### config.mk
export PLATFORM = sky130hd
export DESIGN_NAME = rgb_led_blink_softpwm_core
export DESIGN_NICKNAME = d
export VERILOG_FILES = /design/src/hw/rtl/rlbs_pkg.sv /design/src/hw/rtl/rlbs_step.sv /design/src/hw/rtl/rgb_led_blink_softpwm_core.sv
export SDC_FILE = /design/constraint.sdc
export NUM_CORES = 1
export LEC_CHECK = 0
export ABC_AREA = 0
export BUFFER_PORTS_ARGS = -buffer_cell sky130_fd_sc_hd__buf_2
export CORE_MARGIN = 3
export CORE_UTILIZATION = 55
export CTS_BUF_LIST = sky130_fd_sc_hd__clkbuf_4
export DETAILED_ROUTE_END_ITERATION = 8
export GPL_ROUTABILITY_DRIVEN = 0
export MAX_ROUTING_LAYER = met4
export PLACE_DENSITY_LB_ADDON = 0.1
export REMOVE_ABC_BUFFERS = 1
export SLEW_MARGIN = 10
export SYNTH_ARGS = -nofsm -noshare
export SYNTH_HDL_FRONTEND = slang
export SYNTH_SLANG_ARGS = --single-unit
### constraint.sdc
create_clock -name clock -period 8.65 [get_ports clock]
set_input_delay 0.4325 -clock clock [delete_from_list [all_inputs] [get_ports clock]]
set_output_delay 0.4325 -clock clock [all_outputs]
set_load 0.02 [all_outputs]
### src/hw/rtl/rlbs_pkg.sv
// ----------------------------------------------------------------------------
// rlbs_pkg
// Types, codes and color schedule tables for the RGB LED blink/soft-PWM core.
// ----------------------------------------------------------------------------
package rlbs_pkg;

   // request codes
   localparam logic [2:0] REQ_TICK  = 3'd0;
   localparam logic [2:0] REQ_SET   = 3'd1;
   localparam logic [2:0] REQ_BLINK = 3'd2;
   localparam logic [2:0] REQ_OFF   = 3'd3;
   localparam logic [2:0] REQ_MODE  = 3'd4;

   // light modes
   localparam logic [1:0] MODE_OFF   = 2'd0;
   localparam logic [1:0] MODE_ON    = 2'd1;
   localparam logic [1:0] MODE_TIMED = 2'd2;

   // colors
   localparam logic [2:0] COL_OFF    = 3'd0;
   localparam logic [2:0] COL_RED    = 3'd1;
   localparam logic [2:0] COL_GREEN  = 3'd2;
   localparam logic [2:0] COL_BLUE   = 3'd3;
   localparam logic [2:0] COL_WHITE  = 3'd4;
   localparam logic [2:0] COL_VIOLET = 3'd5;
   localparam logic [2:0] COL_CYAN   = 3'd6;
   localparam logic [2:0] COL_YELLOW = 3'd7;

   // lamp bits
   localparam logic [2:0] LAMP_R    = 3'b001;
   localparam logic [2:0] LAMP_G    = 3'b010;
   localparam logic [2:0] LAMP_B    = 3'b100;
   localparam logic [2:0] LAMP_DARK = 3'b000;

   // CSR indexes
   localparam logic [1:0] CSR_ACTIVE_HIGH  = 2'd0;
   localparam logic [1:0] CSR_EXPIRY_TICKS = 2'd1;

   localparam int unsigned AGE_W      = 27;
   localparam int unsigned PHASE_W    = 16;
   localparam int unsigned CSR_IDX_W  = 2;
   localparam logic [AGE_W-1:0]   EXPIRY_DEFAULT = 27'd86400000;
   localparam logic [AGE_W-1:0]   AGE_MAX        = '1;
   localparam logic [PHASE_W-1:0] PHASE_MAX      = '1;

   // slot schedules, padded to 8 entries (pad entries are never reached)
   localparam logic [2:0] SCHED_WHITE [8] = '{LAMP_R, LAMP_R, LAMP_R, LAMP_G,
                                             LAMP_B, LAMP_B, LAMP_B, LAMP_DARK};
   localparam logic [2:0] SCHED_VIOLET [8] = '{LAMP_R, LAMP_R, LAMP_B, LAMP_B,
                                              LAMP_DARK, LAMP_DARK, LAMP_DARK, LAMP_DARK};
   localparam logic [2:0] SCHED_CYAN [8] = '{LAMP_G, LAMP_B, LAMP_B, LAMP_B,
                                            LAMP_DARK, LAMP_DARK, LAMP_DARK, LAMP_DARK};
   localparam logic [2:0] SCHED_YELLOW [8] = '{LAMP_R, LAMP_G, LAMP_G, LAMP_DARK,
                                              LAMP_R, LAMP_DARK, LAMP_DARK, LAMP_DARK};

   typedef struct packed {
      logic [2:0]  req_type;
      logic [2:0]  colour;
      logic        forced;
      logic [7:0]  repeat_count;
      logic [15:0] lit_ms;
      logic [15:0] dark_ms;
      logic [1:0]  new_mode;
   } req_payload_type;

   typedef struct packed {
      logic       red_pin;
      logic       green_pin;
      logic       blue_pin;
      logic       blink_finished;
      logic [1:0] mode_now;
   } rsp_payload_type;

   typedef struct packed {
      logic [2:0] colour;   // 0 or a composite color
      logic [2:0] slot;
      logic [2:0] lamp;     // bit0 red, bit1 green, bit2 blue
   } pwm_type;

   typedef struct packed {
      logic [1:0]         light_mode;
      logic [AGE_W-1:0]   mode_age;
      logic               blink_active;
      logic [2:0]         blink_colour;
      logic [7:0]         blink_target;
      logic [7:0]         blinks_done;
      logic [15:0]        lit_len;
      logic [15:0]        dark_len;
      logic [PHASE_W-1:0] phase_age;
      logic               phase_lit;
      logic               blink_forced;
      pwm_type            pwm;
   } state_type;

   localparam state_type STATE_RESET = '{
      light_mode:   MODE_TIMED,
      mode_age:     '0,
      blink_active: 1'b0,
      blink_colour: COL_OFF,
      blink_target: '0,
      blinks_done:  '0,
      lit_len:      '0,
      dark_len:     '0,
      phase_age:    '0,
      phase_lit:    1'b0,
      blink_forced: 1'b0,
      pwm:          '{colour: COL_OFF, slot: 3'd0, lamp: LAMP_DARK}
   };

   // schedule length, 0 for colors without a schedule
   function automatic logic [3:0] sched_len(logic [2:0] c);
      logic [3:0] len;
      case (c)
         COL_WHITE:  len = 4'd8;
         COL_VIOLET: len = 4'd4;
         COL_CYAN:   len = 4'd4;
         COL_YELLOW: len = 4'd5;
         default:    len = 4'd0;
      endcase
      return len;
   endfunction

   function automatic logic [2:0] sched_lamp(logic [2:0] c, logic [2:0] slot);
      logic [2:0] lamp;
      case (c)
         COL_WHITE:  lamp = SCHED_WHITE[slot];
         COL_VIOLET: lamp = SCHED_VIOLET[slot];
         COL_CYAN:   lamp = SCHED_CYAN[slot];
         COL_YELLOW: lamp = SCHED_YELLOW[slot];
         default:    lamp = LAMP_DARK;
      endcase
      return lamp;
   endfunction

   // load a color: composites restart their schedule, plain colors keep slot
   function automatic pwm_type apply_colour(pwm_type cur, logic [2:0] c);
      pwm_type res;
      res = cur;
      if (sched_len(c) != 4'd0) begin
         res.colour = c;
         res.slot   = 3'd0;
         res.lamp   = sched_lamp(c, 3'd0);
      end else begin
         res.colour = COL_OFF;
         case (c)
            COL_RED:   res.lamp = LAMP_R;
            COL_GREEN: res.lamp = LAMP_G;
            COL_BLUE:  res.lamp = LAMP_B;
            default:   res.lamp = LAMP_DARK;
         endcase
      end
      return res;
   endfunction

endpackage

### src/hw/rtl/rlbs_step.sv
// ----------------------------------------------------------------------------
// rlbs_step
// Next-state and result logic for one request against the current state.
// ----------------------------------------------------------------------------
module rlbs_step (
   input  rlbs_pkg::state_type       cur,
   input  rlbs_pkg::req_payload_type item,
   input  logic                      active_high,
   input  logic [rlbs_pkg::AGE_W-1:0] expiry_ticks,
   output rlbs_pkg::state_type       nxt,
   output rlbs_pkg::rsp_payload_type result
);
   import rlbs_pkg::*;

   logic [3:0] len;
   logic [3:0] slot_sum;
   logic       same_blink;
   logic [2:0] pins;

   assign len = sched_len(cur.pwm.colour);

   assign same_blink = cur.blink_active && (cur.blink_colour == item.colour) &&
                       (cur.blink_target == item.repeat_count) &&
                       (cur.lit_len == item.lit_ms) && (cur.dark_len == item.dark_ms);

   always_comb begin
      nxt      = cur;
      slot_sum = {1'b0, cur.pwm.slot} + 4'd1;
      if (slot_sum >= len) begin
         slot_sum = slot_sum - len;
      end
      case (item.req_type)
         REQ_TICK: begin
            if (nxt.mode_age != AGE_MAX) begin
               nxt.mode_age = nxt.mode_age + 1'b1;
            end
            if (nxt.light_mode == MODE_TIMED && nxt.mode_age > expiry_ticks) begin
               nxt.light_mode = MODE_OFF;
            end
            // soft-PWM steps before the blink timer
            if (nxt.pwm.colour != COL_OFF) begin
               if (len == 4'd0) begin
                  nxt.pwm.colour = COL_OFF;
               end else begin
                  nxt.pwm.slot = slot_sum[2:0];
                  nxt.pwm.lamp = sched_lamp(nxt.pwm.colour, slot_sum[2:0]);
               end
            end
            if (nxt.blink_active) begin
               if (!nxt.blink_forced && nxt.light_mode == MODE_OFF) begin
                  nxt.blink_active = 1'b0;
                  nxt.pwm          = apply_colour(nxt.pwm, COL_OFF);
               end else begin
                  if (nxt.phase_age != PHASE_MAX) begin
                     nxt.phase_age = nxt.phase_age + 1'b1;
                  end
                  if (nxt.phase_lit) begin
                     if (nxt.phase_age >= nxt.lit_len) begin
                        nxt.pwm         = apply_colour(nxt.pwm, COL_OFF);
                        nxt.phase_lit   = 1'b0;
                        nxt.phase_age   = '0;
                        nxt.blinks_done = nxt.blinks_done + 8'd1;
                        if (nxt.blink_target != 8'd0 &&
                            nxt.blinks_done >= nxt.blink_target) begin
                           nxt.blink_active = 1'b0;
                        end
                     end
                  end else if (nxt.phase_age >= nxt.dark_len) begin
                     nxt.pwm       = apply_colour(nxt.pwm, nxt.blink_colour);
                     nxt.phase_lit = 1'b1;
                     nxt.phase_age = '0;
                  end
               end
            end
         end
         REQ_SET: begin
            nxt.blink_active = 1'b0;
            // the mode gate is only consulted (and may expire) when not forced
            if (!item.forced && nxt.light_mode == MODE_TIMED &&
                nxt.mode_age > expiry_ticks) begin
               nxt.light_mode = MODE_OFF;
            end
            if (item.forced || nxt.light_mode != MODE_OFF) begin
               nxt.pwm = apply_colour(nxt.pwm, item.colour);
            end
         end
         REQ_BLINK: begin
            if (!item.forced && nxt.light_mode == MODE_TIMED &&
                nxt.mode_age > expiry_ticks) begin
               nxt.light_mode = MODE_OFF;
            end
            if (!item.forced && nxt.light_mode == MODE_OFF) begin
               nxt.blink_active = 1'b0;
            end else begin
               nxt.blink_forced = item.forced;
               if (!same_blink) begin
                  nxt.blink_colour = item.colour;
                  nxt.blink_target = item.repeat_count;
                  nxt.blinks_done  = '0;
                  nxt.lit_len      = item.lit_ms;
                  nxt.dark_len     = item.dark_ms;
                  nxt.phase_age    = '0;
                  nxt.phase_lit    = 1'b1;
                  nxt.blink_active = 1'b1;
                  nxt.pwm          = apply_colour(nxt.pwm, item.colour);
               end
            end
         end
         REQ_OFF: begin
            nxt.blink_active = 1'b0;
            nxt.pwm          = apply_colour(nxt.pwm, COL_OFF);
         end
         REQ_MODE: begin
            if (item.new_mode == MODE_OFF || item.new_mode == MODE_ON ||
                item.new_mode == MODE_TIMED) begin
               nxt.light_mode = item.new_mode;
               nxt.mode_age   = '0;
               if (item.new_mode == MODE_OFF) begin
                  nxt.blink_active = 1'b0;
                  nxt.pwm          = apply_colour(nxt.pwm, COL_OFF);
               end
            end
         end
         default: begin
         end
      endcase
   end

   assign pins = active_high ? nxt.pwm.lamp : ~nxt.pwm.lamp;

   assign result.red_pin        = pins[0];
   assign result.green_pin      = pins[1];
   assign result.blue_pin       = pins[2];
   assign result.blink_finished = ~nxt.blink_active;
   assign result.mode_now       = nxt.light_mode;

endmodule

### src/hw/rtl/rgb_led_blink_softpwm_core.sv
// ----------------------------------------------------------------------------
// rgb_led_blink_softpwm_core
// RGB LED controller: mode gate, blink sequencer and soft-PWM color mixing.
// ----------------------------------------------------------------------------
//  channel | ports                       | carries
//  --------+-----------------------------+---------------------------------
//  request | req_valid/req_ready/req_data | tick or command, one per transfer
//  result  | rsp_valid/rsp_ready/rsp_data | pins, done flag, mode per request
//  csr     | csr_we/csr_index/csr_wdata   | polarity and timed-mode expiry
//
//  One request per clock sustained while rsp_ready stays high; the result
//  passes the input register, then the state and result register.
//  The state update is a single pass of rlbs_step between the two registers.
//  A stalled result holds; the input register keeps taking one more request.
//  Synchronous reset clears the state to timed mode, lamp dark, no blink.
// ----------------------------------------------------------------------------
module rgb_led_blink_softpwm_core (
   input  logic                            clock,
   input  logic                            reset,
   input  logic                            req_valid,
   output logic                            req_ready,
   input  rlbs_pkg::req_payload_type       req_data,
   output logic                            rsp_valid,
   input  logic                            rsp_ready,
   output rlbs_pkg::rsp_payload_type       rsp_data,
   input  logic                            csr_we,
   input  logic [rlbs_pkg::CSR_IDX_W-1:0]  csr_index,
   input  logic [rlbs_pkg::AGE_W-1:0]      csr_wdata
);
   import rlbs_pkg::*;

   logic            in_valid_ff;
   req_payload_type in_data_ff;
   logic            out_valid_ff;
   rsp_payload_type out_data_ff;
   state_type       state_ff;
   state_type       state_in;
   rsp_payload_type result_in;
   logic            active_high_ff;
   logic [AGE_W-1:0] expiry_ff;
   logic            advance;

   assign advance   = in_valid_ff && (!out_valid_ff || rsp_ready);
   assign req_ready = !in_valid_ff || advance;
   assign rsp_valid = out_valid_ff;
   assign rsp_data  = out_data_ff;

   rlbs_step u_step (
      .cur          (state_ff),
      .item         (in_data_ff),
      .active_high  (active_high_ff),
      .expiry_ticks (expiry_ff),
      .nxt          (state_in),
      .result       (result_in)
   );

   always_ff @(posedge clock) begin
      if (reset) begin
         in_valid_ff <= 1'b0;
      end else if (req_ready) begin
         in_valid_ff <= req_valid;
      end
   end

   always_ff @(posedge clock) begin
      if (req_valid && req_ready) begin
         in_data_ff <= req_data;
      end
   end

   always_ff @(posedge clock) begin
      if (reset) begin
         out_valid_ff <= 1'b0;
      end else if (advance) begin
         out_valid_ff <= 1'b1;
      end else if (rsp_ready) begin
         out_valid_ff <= 1'b0;
      end
   end

   always_ff @(posedge clock) begin
      if (advance) begin
         out_data_ff <= result_in;
      end
   end

   always_ff @(posedge clock) begin
      if (reset) begin
         state_ff <= STATE_RESET;
      end else if (advance) begin
         state_ff <= state_in;
      end
   end

   always_ff @(posedge clock) begin
      if (reset) begin
         active_high_ff <= 1'b0;
         expiry_ff      <= EXPIRY_DEFAULT;
      end else if (csr_we) begin
         case (csr_index)
            CSR_ACTIVE_HIGH:  active_high_ff <= csr_wdata[0];
            CSR_EXPIRY_TICKS: expiry_ff      <= csr_wdata;
            default: begin
            end
         endcase
      end
   end

endmodule

### After elaboration in Yosys (flattened, before gate mapping)

Memories as Yosys holds them, arrays and structs flattened.
Index checks and enable logic that the tools add are counted.

| word-level totals | value |
|---|---|
| logic and storage cells | 255 |
| ROM bits | 96 |
| output and inout bits | 8 |
| memories | 4 |
| input port bits | 83 |
| register bits | 193 |

Memory list:

| name | words | bits a word | read ports | clocked after Yosys merged registers in | write ports | line | text |
|---|---|---|---|---|---|---|---|
| (no name shown) | 8 | 3 | 1 | 0 | 0 | rlbs_pkg.sv:127 | `COL_VIOLET: lamp = SCHED_VIOLET[slot];` |
| (no name shown) | 8 | 3 | 1 | 0 | 0 | rlbs_pkg.sv:128 | `COL_CYAN: lamp = SCHED_CYAN[slot];` |
| (no name shown) | 8 | 3 | 1 | 0 | 0 | rlbs_pkg.sv:126 | `COL_WHITE: lamp = SCHED_WHITE[slot];` |
| (no name shown) | 8 | 3 | 1 | 0 | 0 | rlbs_pkg.sv:129 | `COL_YELLOW: lamp = SCHED_YELLOW[slot];` |

| operators by class | value |
|---|---|
| bitwise gates (word level) | 5 |
| eq/ne operators | 45 |
| magnitude comparators | 7 |
| multiplexer cells | 103 |
| add/subtract/negate cells | 5 |
| reduce and logical (&&, ||, !) cells | 56 |

Operator list:

| cell | count |
|---|---|
| 9-bit 2-to-1 mux | 10 |
| 4-bit 2-to-1 mux | 22 |
| 17-bit 2-to-1 mux | 5 |
| 3-bit 2-to-1 mux | 24 |
| 69-bit 2-to-1 mux | 1 |
| 67-bit 2-to-1 mux | 1 |
| 16-bit 2-to-1 mux | 4 |
| 27-bit greater-than comparator | 2 |
| 27-bit 2-to-1 mux | 2 |
| 27-bit case mux with 2 select lines | 1 |
| 9-bit case mux with 5 select lines | 1 |
| 3-bit equality test (second input constant) | 13 |
| 4-bit case mux with 3 select lines | 3 |
| 17-bit case mux with 2 select lines | 1 |
| 16-bit equality test | 2 |
| 16-bit >= comparator | 2 |
| 8-bit 2-to-1 mux | 4 |
| 30-bit 2-to-1 mux | 1 |
| 4-bit nonzero test | 7 |
| 27-bit by 1-bit adder with 27-bit output (second input constant) | 1 |
| 27-bit inequality test (second input constant) | 1 |
| 3-bit by 2-bit equality test with 1-bit output (second input constant) | 6 |
| 3-bit case mux with 3 select lines | 2 |
| 16-bit by 1-bit adder with 16-bit output (second input constant) | 1 |
| other kinds (44) | 104 |

### Depth between registers and ports, before layout

Gate-level depths: netlist (run 1).

| logic depth | value |
|---|---|
| depth in word-level cells | 27 |
| gate-level depth with buffers | 20 |
| gate-level depth less buffers | 18 |

### Hierarchy

From an unflattened synthesis (run 1), not the netlist that was laid out.

| unflattened totals | value |
|---|---|
| cell total of the unflattened synthesis | 1592 |
| area, all modules | 13912.1 µm² |

Modules (own cells, without submodules):

| module | cells an instance | instances | seq. area each (µm²) | area an instance (µm²) |
|---|---|---|---|---|
| rgb_led_blink_softpwm_core | 656 | 1 | 4414.2 | 7511.0 |
| rlbs_step | 936 | 1 | 0.0 | 6401.1 |

### Worst setup path before layout (run 1)

OpenSTA, ideal clock, no wires.

| timing | value |
|---|---|
| path type | reg-to-reg |
| from | register state_ff[91] (netlist bit) |
| to | register state_ff[4] (netlist bit) |
| buffers on the path | 2 |
| setup time | 92 ps |
| data arrival time | 4307 ps |
| period minus slack after synthesis | 4400 ps |
| stages on the path, launching flop included | 20 |
| slack | 4250 ps |
| cell sequence | dfxtp_1 > buf_2 > and4_1 > nand3_1 > nor4_1 > and4_1 > buf_2 > nand2b_1 > nor2_1 > and2_1 > xor2_1 > ha_1 > nand4_2 > nor4_4 > or4b_4 > o32ai_4 > nor3_2 > a31o_1 > or3_4 > o32ai_1 |

| between the ends | value |
|---|---|
| cells in the longest elaborated chain, start to end | 12 |
| elaborated cells between the ends (all ways) | 25 |
| classes of those cells | 1 x add/sub; 2 x order compare; 3 x eq/ne; 10 x mux; 9 x reduce/logical |

Ends and longest elaborated chain:

| item | line | text |
|---|---|---|
| start: declaration | rgb_led_blink_softpwm_core.sv:36 | `state_type state_ff;` |
| start signal: assignment | rgb_led_blink_softpwm_core.sv:91 | `state_ff <= state_in;` |
| 27-bit by 1-bit adder with 27-bit output / 27-bit inequality test (equally long branches) | rlbs_step.sv:35, rlbs_step.sv:34 |  |
| 27-bit 2-to-1 mux | rlbs_step.sv:34 | `if (nxt.mode_age != AGE_MAX) begin` |
| 27-bit 2-to-1 mux | rlbs_step.sv:32 | `case (item.req_type)` |
| 27-bit greater-than comparator | rlbs_step.sv:37 | `if (nxt.light_mode == MODE_TIMED && nxt.mode_age > expiry_ticks) begin` |
| 1-bit logical AND | rlbs_step.sv:37 |  |
| 2-bit 2-to-1 mux | rlbs_step.sv:37 |  |
| 2-bit 2-to-1 mux | rlbs_step.sv:32 |  |
| 2-bit zero test | rlbs_step.sv:50 | `if (!nxt.blink_forced && nxt.light_mode == MODE_OFF) begin` |
| 1-bit logical AND | rlbs_step.sv:50 |  |
| 9-bit 2-to-1 mux | rlbs_step.sv:50 |  |
| 9-bit 2-to-1 mux | rlbs_step.sv:49 | `if (nxt.blink_active) begin` |
| 9-bit case mux with 5 select lines | rlbs_step.sv:32 |  |

Several ways; a longest one is shown, not always the timed one. The select of a mux whose other input is x is not followed.
A chain may end at the register's enable or synchronous reset.

### Worst setup path in the final report (run 1)

| timing | value |
|---|---|
| from | register state_ff[15] (netlist bit) |
| to | register state_ff[15] (netlist bit) |

| between the ends | value |
|---|---|
| cells in the longest elaborated chain, start to end | 11 |
| elaborated cells between the ends (all ways) | 14 |
| classes of those cells | 1 x add/sub; 2 x order compare; 1 x eq/ne; 10 x mux |

Ends and longest elaborated chain:

| item | line | text |
|---|---|---|
| 16-bit by 1-bit adder with 16-bit output / 16-bit inequality test (equally long branches) | rlbs_step.sv:55, rlbs_step.sv:54 |  |
| 16-bit 2-to-1 mux * | rlbs_step.sv:54 | `if (nxt.phase_age != PHASE_MAX) begin` |
| 16-bit 2-to-1 mux * | rlbs_step.sv:50 |  |
| 16-bit 2-to-1 mux * | rlbs_step.sv:49 |  |
| 16-bit 2-to-1 mux * | rlbs_step.sv:32 |  |
| 16-bit >= comparator, on equally long branches | rlbs_step.sv:68, rlbs_step.sv:58 |  |
| 17-bit 2-to-1 mux, on equally long branches | rlbs_step.sv:68, rlbs_step.sv:58 |  |
| 17-bit 2-to-1 mux * | rlbs_step.sv:57 | `if (nxt.phase_lit) begin` |
| 17-bit 2-to-1 mux * | rlbs_step.sv:50 |  |
| 17-bit 2-to-1 mux * | rlbs_step.sv:49 |  |
| 17-bit case mux with 2 select lines * | rlbs_step.sv:32 |  |

Mark *: on every way between the ends. The rest lies on a longest branch, timed or not. The select of a mux whose other input is x is not followed.

==> qor.yml, run 1 <==
grt_start_max_net_pins: 79
yosysUniqueCellTypes: 90
setup_viol: 0
clock_skew_ps: 27.70
cts_made_buffers: 17
critPathKind: "flip-flop to flip-flop"
fin_hold_ws_ps: 33.45
slowest_stage: "nor2_2"
internal_power_mw: 1.195
num_rows: 52
clock_latency_ps: 600
cts_tree: "yes"
timing.fmax_mhz: 181.5
synthAdderAreaFrac_pct: 11.07
p_per_area_mw_per_mm2: 126.3
ys_warn_count: 0
rsz0062_at_grt: "no"
finalSetupTns_ps: 0
grt_use_total_pct: 24.97
synth_xor_area_share_pct: 6.496
cts_max_level: 4
synth_seq_cells: 193
combPwrFrac_pct: 10.4
muxShareOfSynthArea_pct: 4.139
drv_cap: 0
ir_drop_uv: 140.0
hold_violations: 0
root_buffer: "clkbuf_4"
num-nets-final: 1621
die_x_um: 152.0
synth_top_family_by_area: "simple AND/OR/NAND/NOR gates"
seqPwrFrac_pct: 58.7
grt_overflow: 0
hold_path_class: "primary input to flip-flop"
viasPerCell: 5.706
layout_commonest_cell: "dfxtp_1"
clockBufferDepth: 2
postLayoutCellArea_mm2: 0.01320
drtIter0Drc: 696
fillers: 1805
ant_nets: 0
num_vias: 9814
finalCriticalPeriod_ps: 5510
slew-limit-headroom_pct: 21.91
netlist_area_mm2: 0.01173
crit_family: "simple AND/OR/NAND/NOR gates"
initial_utilization_pct: 56.87
placed_cell_area_mm2: 0.01234
cp_slowest_stage_delay_ps: 570
wire_per_inst_um: 16.66
switchingPower_mw: 0.4717
layout-drive-gt1-share_pct: 11.40
drc: 0
synth_ff_type: "dfxtp_1"
syn_to_final_growth_pct: 12.57
syn_inst: 1315
status: "completed"
p_sw_share_pct: 28.30
grt_pass1_vias: 9382
cts.sinks: 193
dr.pass1.iters: 5
synth_compound_area_share_pct: 15.46
design.core.area_mm2: 0.02062
grt_pass1_wl_um: 46660
maxSlewViolCount: 0
syn_area_per_cell_um2: 8.920
cp.required_ps: 9160
drt-total-wl_um: 28660
leakagePower_nw: 5.086
cp_max_fo: 16
clkPwrFrac_pct: 30.9
die_area_mm2: 0.02312
async_reset_ff_share_pct: 0
worstSetupEndpointType: "flip-flop"
cp-start-kind: "flip-flop"
io_buffers: 90
path_cells: "nand4_1 -> nor4_2 -> and4_1 -> nand2_1 -> and3_1 -> and3_1 -> nand2_1 -> xnor2_1 -> ha_1 -> nand3_1 -> a21boi_0 -> o311ai_1 -> o221ai_1 -> or2_2 -> nor2_2 -> o21ai_1 -> or4_1 -> o31ai_1"
worstMarginPinSlew_ps: 1167
cts_setup_buffers: 0
antenna_found_initial: 1
hpwl_um: 20970
post-route-period-util_pct: 63.70
ios: 91
mostFrequentLayoutCells: "138 x dfxtp_1, 133 x nand2_1, 120 x nor2_1"
yosys.area_share.simple_pct: 20.39
synth_seq_area_share_pct: 37.63
total_power_mw: 1.667
die_h_um: 152.0
cts.clk_slew.worst_paths_ps: 160
synth_edf_count: 55
timing.critical_path.buf_inv: 0
arrival_ps: 6020
[registers in the layout, summed over array words and instances (netlist names), named ones only]
| name | count |
|---|---|
| active_high_ff | 1 |
| expiry_ff | 27 |
| in_data_ff | 49 |
| in_valid_ff | 1 |
| rsp_data | 6 |
| rsp_valid | 1 |
| state_ff | 107 |
[kinds of logic (layout without fill, tap and decap cells)]
family          after synthesis  in the layout
simple gates                468            468
fa+ha+maj                   104            104
buf+inv                     142            275
other cells                   0              2
xor+xnor                     87             87
flops                       193            193
mux                          47             47
compound gates              274            274
[area by class of cell]
type	instances	area (um^2)	share of cell area, %
diodes	2	5.005	0.03790
clock inverters	14	162.7	1.232
inverters	92	345.3	2.615
multi-input cells	980	6753	51.14
clock buffers	18	135.1	1.023
repair buffers	151	1051	7.960
flip-flops and latches	193	4414	33.43
well taps	270	337.8	2.559
[synth_stat cells (10+ instances only)]
cell | n | area share [%]
mux2i_1 | 44 | 3.8
ha_1 | 103 | 11
nand3_1 | 41 | 1.7
and4_1 | 10 | 0.75
a211o_1 | 12 | 0.90
nand2_1 | 133 | 4.3
a21oi_1 | 101 | 4.3
dfxtp_1 | 138 | 24
nor3_1 | 23 | 0.98
xor2_1 | 22 | 1.6
o21ai_1 | 10 | 0.43
edfxtp_1 | 55 | 14
nand4_1 | 30 | 1.6
o21ai_0 | 41 | 1.7
a21o_1 | 11 | 0.70
and3_1 | 15 | 0.80
clkbuf_1 | 31 | 0.99
xnor2_1 | 65 | 4.9
nand2b_1 | 17 | 0.91
inv_1 | 92 | 2.9
nor2b_1 | 11 | 0.59
a211oi_1 | 13 | 0.83
buf_2 | 10 | 0.43
nor2_1 | 120 | 3.8
[per-stage QoR]
| step | setup WS, ps | utilization [%] | std cells |
|---|---|---|---|
| 2_1_floorplan | 4245 | - | 1265 |
| 3_3_place_gp | 3429 | 59.83 | 1630 |
| 3_5_place_dp | 3300 | 59.83 | 1630 |
| 4_1_cts | 3241 | 63.70 | 1712 |
| 5_1_grt | 2707 | 64.02 | 1720 |
| 6_report | 3140 | 64.02 | 1720 |
[worst register-to-register path: stages, from the launching register on]
cell and delay (ps):
dfxtp_1 470, nand4_1 230, nor4_2 450, and4_1 300, nand2_1 200, and3_1 280
and3_1 210, nand2_1 120, xnor2_1 200, ha_1 310, nand3_1 80, a21boi_0 120
o311ai_1 310, o221ai_1 300, or2_2 440, nor2_2 570, o21ai_1 310, or4_1 460
o31ai_1 80
[path summary, 6_finish.rpt]
kind,cells after the start,from,slack (ps),to
worst max-delay path,18,state_ff[15]$_SDFFE_PP0P_,3140,state_ff[15]$_SDFFE_PP0P_
worst min-delay path,2,csr_wdata[17],30,expiry_ff[17]$_SDFFE_PP1P_
worst max register to register,18,state_ff[15]$_SDFFE_PP0P_,3140,state_ff[15]$_SDFFE_PP0P_
worst min register to register,2,expiry_ff[15]$_SDFFE_PP0P_,470,expiry_ff[15]$_SDFFE_PP0P_
[routing by layer]
metal / wire length [um] / track usage, %
met4: 828 / 8.690
met5: 0 / -
met3: 1248 / 4.067
met1: 12650 / 31.11
met2: 13930 / 41.36
[power by group through the flow]
stage	clock network, mW	registers, mW	logic (mW)
finish	0.516	0.978	0.173
global route	0.563	0.982	0.191
CTS	0.529	0.978	0.170
detailed placement	0	0.998	0.153
global placement	0	0.997	0.151
floorplan	0	0.994	0.0906
[timing repair]
action	in CTS	in global routing
hold buffers	50	6
hold endpoints to repair	50	6
gates resized for setup	0	0
Power figures use the tool's default switching activity.
==> inputs of run 2 (changes only) <==
==> constraint.sdc (replaced) <==
create_clock -name clock -period 5.4 [get_ports clock]
set_input_delay 0.27 -clock clock [delete_from_list [all_inputs] [get_ports clock]]
set_output_delay 0.27 -clock clock [all_outputs]
set_load 0.02 [all_outputs]
==> run 2 against run 1 <==
- critical path type unchanged
- die area unchanged
- setup slack got worse by 2800 ps
- critical path depth decreased by 1
- cell count increased by 1.9%
- clock skew increased by 5.7 ps
- hold slack improved by 26 ps
- non-clock buffer count increased by 32
- largest cell class unchanged
- sequential power increased by 61%
- power increased by 62%
==> qor.yml, run 2 (synthesized netlist as in run 1, its figures left out) <==
slew-limit-headroom_pct: 24.07  # +2.2 points
internal_power_mw: 1.904  # +59%
layout_commonest_cell: "dfxtp_1"
drc: 0  # unchanged
fin_util_pct: 65.71  # +1.7 points
grt_pass1_vias: 9447  # +0.69%
dp_slack_ps: 389.9  # -2910 ps
grt_use_met3_pct: 3.896  # -0.17 points
grt_pass1_wl_um: 47020  # +0.75%
setup_ws_ps: 347.0  # -2793 ps
clockBufferDepth: 2  # unchanged
critPathKind: "flip-flop to flip-flop"
reg2reg_from: "state_ff[91]$_SDFFE_PP0P_"
met1_usage_pct: 31.76  # +0.65 points
grt_use_total_pct: 24.99  # about the same
fin_hold_ws_ps: 59.81  # +26.35 ps
grt_overflow: 0  # unchanged
cp-start-kind: "flip-flop"
design.core.area_mm2: 0.02062  # unchanged
arrival_ps: 5550  # -470 ps
leakagePower_nw: 5.253  # +3.3%
placed_cell_area_mm2: 0.01239  # +0.43%
p_per_area_mw_per_mm2: 199.5  # +58%
numPlacedInstances: 1637  # +0.43%
viasPerCell: 5.686  # -0.36%
cts.sinks: 193  # unchanged
cp-startpoint: "state_ff[91]$_SDFFE_PP0P_"
dr.pass1.iters: 5  # unchanged
seqPwrFrac_pct: 58.0  # -0.7 points
hold_path_class: "primary input to flip-flop"
cp.required_ps: 5900  # -3260 ps
clkPwrFrac_pct: 31.1  # +0.2 points
worstMarginPinSlew_ps: 1135  # -32.23 ps
largest_reg_flops: 107  # unchanged
regToRegSetupSlack_ps: 350  # -2790 ps
clock_latency_ps: 600  # about the same
die_area_mm2: 0.02312  # unchanged
post-route-period-util_pct: 93.57  # +30 points
seqCellArea_mm2: 0.004414  # unchanged
cts.clk_slew.worst_paths_ps: 190  # +30 ps
switchingPower_mw: 0.7996  # +70%
setup_viol: 0  # unchanged
max_flop_register: "state_ff"
ant_nets: 0  # unchanged
worstSetupEndpointType: "flip-flop"
num_rows: 52  # unchanged
ir_drop_uv: 233.4  # +67%
hold_start: "csr_index[1]"
antenna_found_initial: 1  # unchanged
hpwl_um: 20650  # -1.5%
root_buffer: "clkbuf_4"
ios: 91  # unchanged
wire_per_inst_um: 16.21  # -2.7%
combPwrFrac_pct: 10.9  # +0.5 points
hold_violations: 0  # unchanged
layout-drive-gt1-share_pct: 11.89  # +0.50 points
finalCriticalPeriod_ps: 5053  # -457.5 ps
timing.fmax_mhz: 197.9  # +9.1%
status: "completed"
drt-total-wl_um: 28400  # -0.90%
maxSlewViolCount: 0  # unchanged
p_sw_share_pct: 29.58  # +1.3 points
die_h_um: 152.0  # unchanged
final_cells: 1752  # +1.9%
drv_cap: 0  # unchanged
multi_input_area_mm2: 0.006771  # +0.28%
total_power_mw: 2.703  # +62%
syn_to_final_growth_pct: 15.54
num_vias: 9961  # +1.5%
cts_made_buffers: 17  # unchanged
fillers: 1703  # -5.7%
num-nets-final: 1653  # +2.0%
mostFrequentLayoutCells: "138 x dfxtp_1, 133 x nand2_1, 120 x nor2_1"
drtIter0Drc: 556  # -20%
cts_tree: "yes"
finalSetupTns_ps: 0  # unchanged
cp_max_fo: 9  # -7
grt_use_met2_pct: 41.70  # +0.34 points
initial_utilization_pct: 56.87  # unchanged
grt_start_max_net_pins: 74  # -6.3%
die_x_um: 152.0  # unchanged
rsz0062_at_grt: "no"
cts_max_level: 4  # unchanged
postLayoutCellArea_mm2: 0.01355  # +2.6%
clock_skew_ps: 33.39  # +5.698 ps
io_buffers: 90  # unchanged
largestRegisters: "state_ff: 107 flops, in_data_ff: 49 flops, expiry_ff: 27 flops"
top_usage_layer: "met2"
-- run 2: final timing paths --
| path | endpoint | depth (start not counted) |
|---|---|---|
| hold reg to reg | expiry_ff[20]$_SDFFE_PP0P_ | 2 |
| setup / recovery | state_ff[4]$_SDFFE_PP0P_ | 17 |
| hold / removal | active_high_ff$_SDFFE_PP0P_ | 4 |
| setup reg to reg | state_ff[4]$_SDFFE_PP0P_ | 17 |
-- run 2: area by class of cell --
class / instances / share of cell area [%]
multi-input combinational: 980 / 49.96
sequential: 193 / 32.57
timing repair buffer: 183 / 9.952
inverter: 92 / 2.548
tap: 270 / 2.493
clock inverter: 15 / 1.496
clock buffer: 17 / 0.9417
antenna: 2 / 0.03693
-- run 2: power groups by stage --
stage	registers (mW)	logic, mW	clock network, mW
6_report	1.57	0.294	0.841
5_1_grt	1.57	0.326	0.918
4_1_cts	1.57	0.294	0.861
3_5_place_dp	1.60	0.249	0
3_3_place_gp	1.60	0.247	0
2_1_floorplan	1.59	0.145	0
-- run 2: per-layer routing --
| layer | up-vias | part of all wire, % |
|---|---|---|
| met5 | - | 0 |
| met4 | 0 | 2.4 |
| met3 | 42 | 4.5 |
| met2 | 253 | 48 |
| met1 | 4635 | 45 |
| li1 | 5031 | - |
-- run 2: repair_timing --
action	4_1_cts	5_1_grt
gates resized for setup	0	3
setup buffers	0	2
hold buffers	79	0
endpoints found under the hold margin	79	0
endpoints found under the setup margin	0	16
-- run 2: critical path, stage by stage, from the launching register on --
cell	delay (ps)
dfxtp_1	540
and4_1	290
nand3_1	240
nor4_1	310
and4_1	410
nand2b_1	230
nor2_1	130
and2_1	220
xor2_1	150
ha_1	330
nand4_2	160
nor4_4	360
or4b_4	520
o32ai_4	180
nor3_2	110
a31o_1	250
or3_4	380
o32ai_1	130
==> inputs of run 3 (changes only) <==
--- a/config.mk
+++ b/config.mk
@@ -7,6 +7,8 @@
 export LEC_CHECK = 0
 export ABC_AREA = 0
 export BUFFER_PORTS_ARGS = -buffer_cell sky130_fd_sc_hd__buf_2
+export CAP_MARGIN = 25
+export CORE_ASPECT_RATIO = 0.7
 export CORE_MARGIN = 3
 export CORE_UTILIZATION = 55
 export CTS_BUF_LIST = sky130_fd_sc_hd__clkbuf_4
==> run 3 against run 2 <==
- first-iteration DRC count increased by 65%
- register-to-register slack got worse by 20 ps
- critical path depth increased by 1
- wire length increased by 10%
- utilization decreased by 0.92 points
- via count increased by 2.4%
- hold slack got worse by 6.8 ps
- sequential share of layout area increased by 0.18 points
- non-clock buffer count unchanged
- fmax decreased by 0.45%
- global-route usage increased by 3.0 points
- final area decreased by 0.51%
- critical path type unchanged
==> qor.yml, run 3 (synthesized netlist as in run 1, its figures left out) <==
post-route-period-util_pct: 93.99  # +0.42 points
internal_power_mw: 1.869  # -1.8%
cp.required_ps: 5760  # -140 ps
num_vias: 10200  # +2.4%
rr_worst_depth: 18  # +1
wire_per_inst_um: 17.81  # +9.9%
final_cells: 1756  # +0.23%
switchingPower_mw: 0.7478  # -6.5%
ios: 91  # unchanged
cts_max_level: 4  # unchanged
worstSetupEndpointType: "flip-flop"
ir_drop_uv: 180.8  # -23%
num_rows: 44  # -15%
postLayoutCellArea_mm2: 0.01348  # -0.51%
worstMarginPinSlew_ps: 921.4  # -213.4 ps
drv_cap: 0  # unchanged
reg2reg_from: "state_ff[92]$_SDFFE_PP0P_"
dr.pass1.iters: 5  # unchanged
seqPwrFrac_pct: 60.0  # +2.0 points
die_h_um: 128.2  # -16%
die_area_mm2: 0.02314  # +0.12%
timing.fmax_mhz: 197.0  # -0.45%
setup_ws_ps: 324.4  # -22.60 ps
slew-limit-headroom_pct: 38.39  # +14 points
hold_path_class: "primary input to flip-flop"
maxSlewViolCount: 0  # unchanged
cp-start-kind: "flip-flop"
ant_nets: 0  # unchanged
combPwrFrac_pct: 11.5  # +0.6 points
clkPwrFrac_pct: 28.5  # -2.6 points
cts.sinks: 193  # unchanged
cts_tree: "yes"
largestRegisters: "state_ff: 107 flops, in_data_ff: 49 flops, expiry_ff: 27 flops"
cp_max_fo: 8  # -1
design.core.area_mm2: 0.02081  # +0.90%
status: "completed"
die_x_um: 180.6  # +19%
finalCriticalPeriod_ps: 5076  # +22.60 ps
layout-drive-gt1-share_pct: 11.83  # -0.060 points
grt_use_total_pct: 27.96  # +3.0 points
io_buffers: 90  # unchanged
drtIter0Drc: 918  # +65%
p_per_area_mw_per_mm2: 194.0  # -2.7%
num-nets-final: 1653  # unchanged
max_flop_register: "state_ff"
layout_commonest_cell: "dfxtp_1"
cts_setup_buffers: 0  # unchanged
initial_utilization_pct: 56.37  # -0.51 points
grt_start_max_net_pins: 80  # +8.1%
cts.clk_slew.worst_paths_ps: 180  # about the same
rsz0062_at_grt: "no"
cts_made_buffers: 17  # unchanged
grt_pass1_vias: 9240  # -2.2%
setup_viol: 0  # unchanged
hold_violations: 0  # unchanged
dp_slack_ps: 297.4  # -92.46 ps
numPlacedInstances: 1644  # +0.43%
grt_overflow: 0  # unchanged
syn_to_final_growth_pct: 14.95
finalSetupTns_ps: 0  # unchanged
clock_latency_ps: 620  # +20 ps
arrival_ps: 5440  # -110 ps
viasPerCell: 5.810  # +2.2%
leakagePower_nw: 5.212  # -0.78%
drt-total-wl_um: 31270  # +10%
placed_cell_area_mm2: 0.01241  # +0.12%
clock_skew_ps: 30.15  # -3.242 ps
hold_path_depth: 4  # unchanged
p_sw_share_pct: 28.58  # -1.0 points
root_buffer: "clkbuf_4"
grt_pass1_wl_um: 50250  # +6.9%
clockBufferDepth: 2  # unchanged
hpwl_um: 22820  # +11%
drc: 0  # unchanged
cp-startpoint: "state_ff[92]$_SDFFE_PP0P_"
hold_start: "rsp_ready"
mostFrequentLayoutCells: "137 x dfxtp_1, 133 x nand2_1, 120 x nor2_1"
critPathKind: "flip-flop to flip-flop"
largest_reg_flops: 107  # unchanged
antenna_found_initial: 1  # unchanged
==> run 3: path summary, 6_finish.rpt <==
check	to	slack, ps
hold reg to reg	expiry_ff[7]$_SDFFE_PP0P_	470
hold / removal	rsp_valid$_SDFFE_PP0P_	50
setup reg to reg	rsp_data[5]$_DFFE_PP_	320
setup / recovery	rsp_data[5]$_DFFE_PP_	320
==> run 3: worst max-delay path, stage by stage, from the launching register on <==
cell       delay, ps
dfxtp_1          490
and4_1           280
nand3_1          230
nor4_1           270
and4_2           370
nand2b_1         230
nor2_1           150
and2_1           220
xor2_1           150
ha_1             330
nand4_2          180
nor4_4           390
or4b_4           520
o32ai_4          190
nor3_2           110
nand2_1          250
o2bb2ai_1        140
nor3_2           200
xor2_1           100
==> run 3: area by class of cell <==
type / instances / area, um^2
tap: 276 / 345.3
clock buffer: 17 / 127.6
inverter: 92 / 345.3
timing repair buffer: 183 / 1349
antenna: 1 / 2.502
clock inverter: 14 / 125.1
sequential: 193 / 4415
multi-input combinational: 980 / 6774
fill: 1789 / 7326
==> run 3: timing repair <==
item | 4_1_cts | 5_1_grt
endpoints found under the setup margin | 0 | 34
endpoints found under the hold margin | 78 | 0
hold buffers | 79 | 0
gates resized for setup | 0 | 5
==> run 3: power by group through the flow <==
| stage | clock [mW] | sequential (mW) | combinational, mW |
|---|---|---|---|
| global route | 0.825 | 1.57 | 0.332 |
| floorplan | 0 | 1.59 | 0.145 |
| finish | 0.746 | 1.57 | 0.301 |
| CTS | 0.765 | 1.57 | 0.294 |
| global placement | 0 | 1.60 | 0.247 |
| detailed placement | 0 | 1.60 | 0.250 |
==> run 3: layer usage <==
| metal | vias up | share of wire (%) | GRT usage [%] |
|---|---|---|---|
| li1 | 5019 | - | - |
| met5 | - | 0 | - |
| met2 | 342 | 38 | 35.57 |
| met1 | 4825 | 53 | 44.78 |
| met4 | 0 | 0.64 | 4.736 |
| met3 | 16 | 8.3 | 6.154 |
==> run 3: metrics by stage <==
step	utilization, %	total power, mW	hold slack (ps)
6_report	64.80	2.616	53.02
3_5_place_dp	59.63	1.850	447.5
2_1_floorplan	-	1.737	339.1
4_1_cts	64.64	2.628	21.92
5_1_grt	64.80	2.731	77.65
3_3_place_gp	59.63	1.846	438.6
